[config.mk]
export PLATFORM = sky130hd
export DESIGN_NAME = grid_line_cell_walker
export DESIGN_NICKNAME = d
export VERILOG_FILES = /design/src/glcw_pkg.sv /design/src/glcw_stepper.sv /design/src/grid_line_cell_walker.sv
export SDC_FILE = /design/constraint.sdc
export NUM_CORES = 1
export LEC_CHECK = 0
export ABC_AREA = 1
export BUFFER_PORTS_ARGS = -buffer_cell sky130_fd_sc_hd__buf_4
export CAP_MARGIN = 10
export CORE_MARGIN = 3
export CORE_UTILIZATION = 45
export DETAILED_ROUTE_END_ITERATION = 10
export PLACE_DENSITY = 0.62
export SYNTH_ARGS = -nofsm -noshare
export SYNTH_HDL_FRONTEND = slang
export SYNTH_HIERARCHICAL = 1
export SYNTH_SLANG_ARGS = --single-unit
[constraint.sdc]
create_clock -name clk -period 3.2 [get_ports clk]
set_clock_uncertainty 0.1 [all_clocks]
set_input_delay 0.64 -clock clk [delete_from_list [all_inputs] [get_ports clk]]
set_output_delay 0.64 -clock clk [all_outputs]
set_load 0.05 [all_outputs]
[src/glcw_pkg.sv]
// Shared types and defaults for the grid line cell walker.
`timescale 1ns / 1ps
`default_nettype none

package glcw_pkg;

    // Default coordinate width (32 by 32 grid)
    localparam int COORD_BITS_DEF = 5;

    // Sequencer states
    typedef enum logic [1:0] {
        ST_IDLE,
        ST_WALK,
        ST_FINAL
    } glcw_state_t;

    // Decision of one walk step, from the step unit to the sequencer
    typedef struct packed {
        logic move_x;
        logic move_y;
        logic escape;
    } glcw_move_t;

endpackage

`default_nettype wire

[src/glcw_stepper.sv]
// Shared compare and advance unit: decides one move of the line walk.
`timescale 1ns / 1ps
`default_nettype none

module glcw_stepper
    import glcw_pkg::*;
#(
    parameter int COORD_BITS = COORD_BITS_DEF,
    localparam int ErrBits = 2 * COORD_BITS + 2
)
(
    input  wire logic [COORD_BITS-1:0]   cur_x,
    input  wire logic [COORD_BITS-1:0]   cur_y,
    input  wire logic                    step_left,
    input  wire logic signed [COORD_BITS:0] delta_x,
    input  wire logic signed [COORD_BITS:0] delta_y,
    input  wire logic signed [ErrBits-1:0] err_y,
    input  wire logic signed [ErrBits-1:0] err_x,
    output glcw_move_t                   move,
    output logic signed [ErrBits-1:0]    err_y_next,
    output logic signed [ErrBits-1:0]    err_x_next
);

    localparam logic [COORD_BITS-1:0] CoordMax = {COORD_BITS{1'b1}};

    logic signed [ErrBits-1:0] mag_y;
    logic signed [ErrBits-1:0] mag_x;
    logic signed [ErrBits-1:0] dx_ext;
    logic signed [ErrBits-1:0] dy_ext;
    logic                      x_wrap;
    logic                      y_wrap;

    // Widen the deltas to the error width
    assign dx_ext = {{(ErrBits-COORD_BITS-1){delta_x[COORD_BITS]}}, delta_x};
    assign dy_ext = {{(ErrBits-COORD_BITS-1){delta_y[COORD_BITS]}}, delta_y};

    // Compare magnitudes of the two cross products
    assign mag_y = err_y[ErrBits-1] ? -err_y : err_y;
    assign mag_x = err_x[ErrBits-1] ? -err_x : err_x;

    assign move.move_x = (mag_y >= mag_x);
    assign move.move_y = (mag_y <= mag_x);

    // Flag a move that would leave the grid
    assign x_wrap = step_left ? (cur_x == '0) : (cur_x == CoordMax);
    assign y_wrap = (cur_y == '0);
    assign move.escape = (move.move_x && x_wrap) || (move.move_y && y_wrap);

    // Advance the running products with the move
    assign err_y_next = move.move_y ? (err_y - dx_ext) : err_y;
    assign err_x_next = move.move_x ? (step_left ? (err_x - dy_ext) : (err_x + dy_ext))
                                    : err_x;

endmodule

`default_nettype wire

[src/grid_line_cell_walker.sv]
// Top level: line request sequencer that emits every grid cell a line crosses.
// The request beat loads the walk registers; the first cell comes from the walk state
// through the output registers. Throughput: one cell per cycle; a request is taken only
// in idle, so a new line waits for the last to end, at most 63 cells on a 32 by 32 grid.
// The rate is set by the single compare and advance unit, which makes one move a cycle.
// Reset (rst_n low, asynchronous) returns to idle with no strobe; the receiver cannot stall.
`timescale 1ns / 1ps
`default_nettype none

module grid_line_cell_walker
    import glcw_pkg::*;
#(
    parameter int COORD_BITS = COORD_BITS_DEF
)
(
    input  wire logic                  clk,
    input  wire logic                  rst_n,
    input  wire logic                  start,
    output logic                       busy,
    input  wire logic [COORD_BITS-1:0] start_x,
    input  wire logic [COORD_BITS-1:0] start_y,
    input  wire logic [COORD_BITS-1:0] end_x,
    input  wire logic [COORD_BITS-1:0] end_y,
    input  wire logic [7:0]            line_symbol,
    output logic                       strobe,
    output logic [COORD_BITS-1:0]      cell_x,
    output logic [COORD_BITS-1:0]      cell_y,
    output logic [7:0]                 cell_symbol,
    output logic                       last_cell
);

    localparam int ErrBits = 2 * COORD_BITS + 2;
    localparam int MaxCells = (2 << COORD_BITS) - 1;
    localparam logic [COORD_BITS:0] CountCap = (COORD_BITS+1)'(MaxCells - 1);

    glcw_state_t state_reg, state_next;

    logic [COORD_BITS-1:0]      cur_x_reg, cur_x_next;
    logic [COORD_BITS-1:0]      cur_y_reg, cur_y_next;
    logic [COORD_BITS-1:0]      goal_x_reg, goal_x_next;
    logic [COORD_BITS-1:0]      goal_y_reg, goal_y_next;
    logic signed [COORD_BITS:0] dx_reg, dx_next;
    logic signed [COORD_BITS:0] dy_reg, dy_next;
    logic                       step_left_reg, step_left_next;
    logic signed [ErrBits-1:0]  err_y_reg, err_y_next;
    logic signed [ErrBits-1:0]  err_x_reg, err_x_next;
    logic [COORD_BITS:0]        count_reg, count_next;
    logic [7:0]                 sym_reg, sym_next;

    logic                       strobe_reg, strobe_next;
    logic                       last_reg, last_next;
    logic [COORD_BITS-1:0]      out_x_reg, out_x_next;
    logic [COORD_BITS-1:0]      out_y_reg, out_y_next;
    logic [7:0]                 out_sym_reg, out_sym_next;

    glcw_move_t                 move;
    logic signed [ErrBits-1:0]  step_err_y;
    logic signed [ErrBits-1:0]  step_err_x;

    // Ordered endpoints of an incoming request
    logic                       swap;
    logic [COORD_BITS-1:0]      org_x, org_y, tgt_x, tgt_y;
    logic signed [COORD_BITS:0] req_dx, req_dy;
    logic                       req_left;
    logic signed [ErrBits-1:0]  req_dx_ext, req_dy_ext;
    logic                       at_goal;

    assign swap   = (start_y < end_y);
    assign org_x  = swap ? end_x : start_x;
    assign org_y  = swap ? end_y : start_y;
    assign tgt_x  = swap ? start_x : end_x;
    assign tgt_y  = swap ? start_y : end_y;
    assign req_left = !(org_x < tgt_x);
    assign req_dx = {1'b0, tgt_x} - {1'b0, org_x};
    assign req_dy = {1'b0, tgt_y} - {1'b0, org_y};
    assign req_dx_ext = {{(ErrBits-COORD_BITS-1){req_dx[COORD_BITS]}}, req_dx};
    assign req_dy_ext = {{(ErrBits-COORD_BITS-1){req_dy[COORD_BITS]}}, req_dy};

    assign at_goal = (cur_x_reg == goal_x_reg) && (cur_y_reg == goal_y_reg);

    // Shared compare and advance unit
    glcw_stepper #(
        .COORD_BITS (COORD_BITS)
    ) u_stepper (
        .cur_x      (cur_x_reg),
        .cur_y      (cur_y_reg),
        .step_left  (step_left_reg),
        .delta_x    (dx_reg),
        .delta_y    (dy_reg),
        .err_y      (err_y_reg),
        .err_x      (err_x_reg),
        .move       (move),
        .err_y_next (step_err_y),
        .err_x_next (step_err_x)
    );

    // Hold state and walk registers
    always_ff @(posedge clk or negedge rst_n)
    begin
        if (!rst_n)
        begin
            state_reg     <= ST_IDLE;
            strobe_reg    <= 1'b0;
            last_reg      <= 1'b0;
            cur_x_reg     <= '0;
            cur_y_reg     <= '0;
            goal_x_reg    <= '0;
            goal_y_reg    <= '0;
            dx_reg        <= '0;
            dy_reg        <= '0;
            step_left_reg <= 1'b0;
            err_y_reg     <= '0;
            err_x_reg     <= '0;
            count_reg     <= '0;
            sym_reg       <= '0;
            out_x_reg     <= '0;
            out_y_reg     <= '0;
            out_sym_reg   <= '0;
        end
        else
        begin
            state_reg     <= state_next;
            strobe_reg    <= strobe_next;
            last_reg      <= last_next;
            cur_x_reg     <= cur_x_next;
            cur_y_reg     <= cur_y_next;
            goal_x_reg    <= goal_x_next;
            goal_y_reg    <= goal_y_next;
            dx_reg        <= dx_next;
            dy_reg        <= dy_next;
            step_left_reg <= step_left_next;
            err_y_reg     <= err_y_next;
            err_x_reg     <= err_x_next;
            count_reg     <= count_next;
            sym_reg       <= sym_next;
            out_x_reg     <= out_x_next;
            out_y_reg     <= out_y_next;
            out_sym_reg   <= out_sym_next;
        end
    end

    // Sequence the walk: load, step one cell a cycle, finish on the goal, the cap or a grid exit
    always_comb
    begin
        state_next     = state_reg;
        cur_x_next     = cur_x_reg;
        cur_y_next     = cur_y_reg;
        goal_x_next    = goal_x_reg;
        goal_y_next    = goal_y_reg;
        dx_next        = dx_reg;
        dy_next        = dy_reg;
        step_left_next = step_left_reg;
        err_y_next     = err_y_reg;
        err_x_next     = err_x_reg;
        count_next     = count_reg;
        sym_next       = sym_reg;
        strobe_next    = 1'b0;
        last_next      = 1'b0;
        out_x_next     = out_x_reg;
        out_y_next     = out_y_reg;
        out_sym_next   = out_sym_reg;

        unique case (state_reg)
            ST_IDLE:
            begin
                if (start)
                begin
                    cur_x_next     = org_x;
                    cur_y_next     = org_y;
                    goal_x_next    = tgt_x;
                    goal_y_next    = tgt_y;
                    dx_next        = req_dx;
                    dy_next        = req_dy;
                    step_left_next = req_left;
                    err_y_next     = -req_dx_ext;
                    err_x_next     = req_left ? -req_dy_ext : req_dy_ext;
                    count_next     = '0;
                    sym_next       = line_symbol;
                    state_next     = ST_WALK;
                end
            end
            ST_WALK:
            begin
                strobe_next  = 1'b1;
                out_sym_next = sym_reg;
                if (!at_goal && (count_reg < CountCap))
                begin
                    // Emit the current cell and advance, or close if the move would leave the grid
                    out_x_next = cur_x_reg;
                    out_y_next = cur_y_reg;
                    count_next = count_reg + 1'b1;
                    if (move.escape)
                    begin
                        state_next = ST_FINAL;
                    end
                    else
                    begin
                        if (move.move_x)
                        begin
                            cur_x_next = step_left_reg ? (cur_x_reg - 1'b1)
                                                       : (cur_x_reg + 1'b1);
                        end
                        if (move.move_y)
                        begin
                            cur_y_next = cur_y_reg - 1'b1;
                        end
                        err_y_next = step_err_y;
                        err_x_next = step_err_x;
                    end
                end
                else
                begin
                    out_x_next = goal_x_reg;
                    out_y_next = goal_y_reg;
                    last_next  = 1'b1;
                    state_next = ST_IDLE;
                end
            end
            ST_FINAL:
            begin
                // Walk left the grid: close with the end cell
                strobe_next  = 1'b1;
                out_sym_next = sym_reg;
                out_x_next   = goal_x_reg;
                out_y_next   = goal_y_reg;
                last_next    = 1'b1;
                state_next   = ST_IDLE;
            end
            default:
            begin
                state_next = ST_IDLE;
            end
        endcase
    end

    assign busy        = (state_reg != ST_IDLE);
    assign strobe      = strobe_reg;
    assign last_cell   = last_reg;
    assign cell_x      = out_x_reg;
    assign cell_y      = out_y_reg;
    assign cell_symbol = out_sym_reg;

    // The end cell beat is shown only once the sequencer is back in idle
    a_last_then_idle: assert property (@(posedge clk) disable iff (!rst_n)
        (strobe && last_cell) |-> !busy)
        else $error("last cell shown while still walking");

    // An accepted request starts a walk with no beat in the first cycle
    a_accept_starts: assert property (@(posedge clk) disable iff (!rst_n)
        (start && !busy) |=> (busy && !strobe))
        else $error("request accept did not start a walk");

    // Every beat comes from a cycle in which the walk was active
    a_beat_from_walk: assert property (@(posedge clk) disable iff (!rst_n)
        strobe |-> $past(busy))
        else $error("cell beat without an active walk");

endmodule

`default_nettype wire
==> results.yml <==
outcome:
  status: "finished with violations"
  violations: "setup timing"
floorplanning:
  core_area_sq_um: 17400
  io_pins: 52
  die_h_um: 140
  fp.dieW_um: 140
  row_count: 48
  start_util_pct: 46.3
  dieArea_sq_um: 19500
synthesis:
  synth_xor_area_share_pct: 5.42
  synth_cell_types: 45
  synthFlopType: "dfrtp_1"
  avgSynthCellArea_sq_um: 6.77
  muxShareOfSynthArea_pct: 1.12
  synth_top_family_by_area: "simple AND/OR/NAND/NOR gates"
  synth_edf_count: 0
  synth_compound_area_share_pct: 13.4
  synth_seq_cells: 93
  synth_fa_ha_area_share_pct: 9.32
  synthesis.area_sq_um: 8030
  postSynthCellCount: 1186
  synth-simple-area-share_pct: 32.0
  async_reset_ff_share_pct: 100
  synth_warnings: 6
  yosysSeqAreaShare_pct: 29.0
  synth_nets: 1275
drt:
  drcViolationCount: 0
  drtIter0Drc: 531
  via_per_inst: 5.21
  wl_um: 22100
  post_drt_wl_per_cell_um: 14.4
  via_count: 7974
  first_pass_iters: 5
  ant_nets: 0
place:
  hpwl_um: 16900
  dp_slack_ns: -0.159
  place_congestion: 0.935
  placed_area_sq_um: 9100
  io_buffers: 51
timing:
  max_freq_mhz: 302
  rsz0062_at_grt: "yes"
  hold_violations: 0
  maxSlewHeadroom_pct: 37.9
  finalSetupViolations: 34
  fin_setup_tns_ns: -1.82
  slew_violations: 0
  post-route-period-util_pct: 104
  period_minus_slack_ns: 3.32
  fin_ws_ns: -0.115
  max_slew.worst_pin.slew_ns: 0.932
final_layout:
  antennaDiodeCount: 0
  syn_to_final_growth_pct: 21.0
  drive_gt1_share_pct: 18.9
  fin_area_sq_um: 9720
  final_nets: 1389
  postLayoutCoreUtil_pct: 56.0
setup_path:
  crit_path_end_kind: "register"
  worstPathMaxFanout: 7
  worstPathRequired_ns: 3.35
  cp-start-kind: "register"
  path_class: "reg -> reg"
  critPathArrivalTime_ns: 3.46
global_route:
  grt_pass1_wl_um: 36600
  antenna_found_initial: 0
  overflow: 0
  grt_pass1_vias: 7509
  grt_max_degree: 53
  grt.total_usage_pct: 22.6
worst_hold_path:
  worstHoldPathType: "in -> async"
cts:
  htree_levels: 3
  cts_tree: "done"
  ctsHoldBuffers: 0
  path_clk_slew_ns: 0.07
  insertion_delay_ns: 0.36
  clock-sinks: 93
  numCtsBuffers: 9
  clk_path_buf_depth: 2
  ctsRootBufferMaster: "clkbuf_16"
job:
  maxCapViolCount: 0
[cells in the final DEF, fill, tap and decap left out, types with 3 or more instances in the layout]
cell type	instances
fa_1	3
nand2_2	26
nand2_1	330
nor2_1	85
nor2_2	8
a21o_1	3
nand3_2	10
o21ai_1	21
a31oi_1	7
inv_6	3
buf_6	6
mux2_2	8
nor2_4	5
nand4_1	27
o21ai_2	5
nand3_1	67
inv_8	3
o22ai_1	12
inv_2	9
or2_2	4
xnor2_1	15
o21bai_1	4
nor3_1	16
dfrtp_1	93
nand2_4	3
o31ai_1	5
nor4_1	3
a21oi_2	5
a21oi_1	59
clkbuf_16	11
xor2_1	31
o211ai_1	5
inv_1	151
ha_1	54
buf_4	125
o21ai_0	60
[critical path, cell delays in order (launching register included)]
cell,delay [ns]
dfrtp_1,0.40
buf_4,0.15
nor3_4,0.15
nand2_2,0.10
nor2_2,0.16
a21oi_1,0.09
xor2_1,0.18
inv_1,0.06
ha_1,0.31
nand4_1,0.16
nor2_1,0.14
nand2_1,0.11
nand4_1,0.15
nand3_2,0.10
nand2_1,0.08
nand2_2,0.06
nand2_2,0.08
nand3_4,0.16
inv_6,0.15
buf_8,0.13
nand2_2,0.05
nor2_2,0.09
nor2_1,0.04
[path summary, 6_finish.rpt]
| check | startpoint | to | slack [ns] | depth (start not counted) |
|---|---|---|---|---|
| max in group asynchronous | rst_n | cur_y_reg[2] | 2.09 | 2 |
| min in group clk | line_symbol[4] | sym_reg[4] | 0.37 | 3 |
| setup / recovery | err_x_reg[0] | err_y_reg[5] | -0.12 | 22 |
| hold reg to reg | sym_reg[7] | sym_reg[7] | 0.38 | 2 |
| hold / removal | rst_n | cell_symbol[3] | 0.23 | 1 |
| setup reg to reg | err_x_reg[0] | err_y_reg[5] | -0.12 | 22 |
[metal layers]
| metal | global-route usage [%] | part of all wire (%) |
|---|---|---|
| met5 | 0 | 0 |
| met4 | 5.30 | 1.5 |
| met1 | 32.4 | 49 |
| met3 | 3.33 | 4.8 |
| met2 | 36.4 | 45 |
[through the flow]
step	cells	hold WS (ns)
3_3_place_gp	1503	0.360
2_1_floorplan	1186	0.244
6_report	1530	0.229
4_1_cts	1525	0.252
5_1_grt	1530	0.290
3_5_place_dp	1503	0.360
[cell type report]
class,count,area [sq um]
inverter,161,609
clock inverter,7,83.8
multi-input combinational,898,5070
fill,1676,7640
sequential,93,2330
tap,225,282
clock buffer,9,225
timing repair buffer,137,1130
[cells by family after synthesis]
group,after synthesis
multiplexers,8
AND/OR/NAND/NOR,591
flip-flops,93
AO/OA/AOI/OAI,193
adder cells (fa/ha/maj),58
XOR/XNOR,48
buffers and inverters,195
[repair_timing]
action                     CTS  global route
cloned                       2             2
buffers inserted             4             4
pin swaps                   14            17
setup endpoints to repair   34            36
gates resized for setup     40            39
[cell usage after synthesis (3+ instances only)]
library cell    n  area, sq um
xor2_1         31          272
nor3_1         17         85.1
ha_1           55          688
o21ai_1         7         35.0
nand3_2         9         90.1
o211ai_1        5         37.5
a21oi_2         3         26.3
o31ai_1         6         45.0
nand2_1       341         1280
inv_1         157          589
o22ai_1        13         81.3
fa_1            3         60.1
clkbuf_1       22         82.6
a21o_1          3         22.5
buf_2           6         30.0
buf_6           5         56.3
nand2_2        16          100
nor2_1         95          357
a31oi_1         7         43.8
mux2_2          8         90.1
xnor2_1        15          131
nand4_1        27          169
nor4_1          3         18.8
dfrtp_1        93         2330
or2_2           4         25.0
nand3_1        69          345
o21ai_0        77          385
inv_2           4         15.0
a21oi_1        61          305
o21bai_1        4         30.0
Power is left out: the tool's default activity adds up to more than one toggle a clock period on the data nets, which glitch-free logic cannot reach.
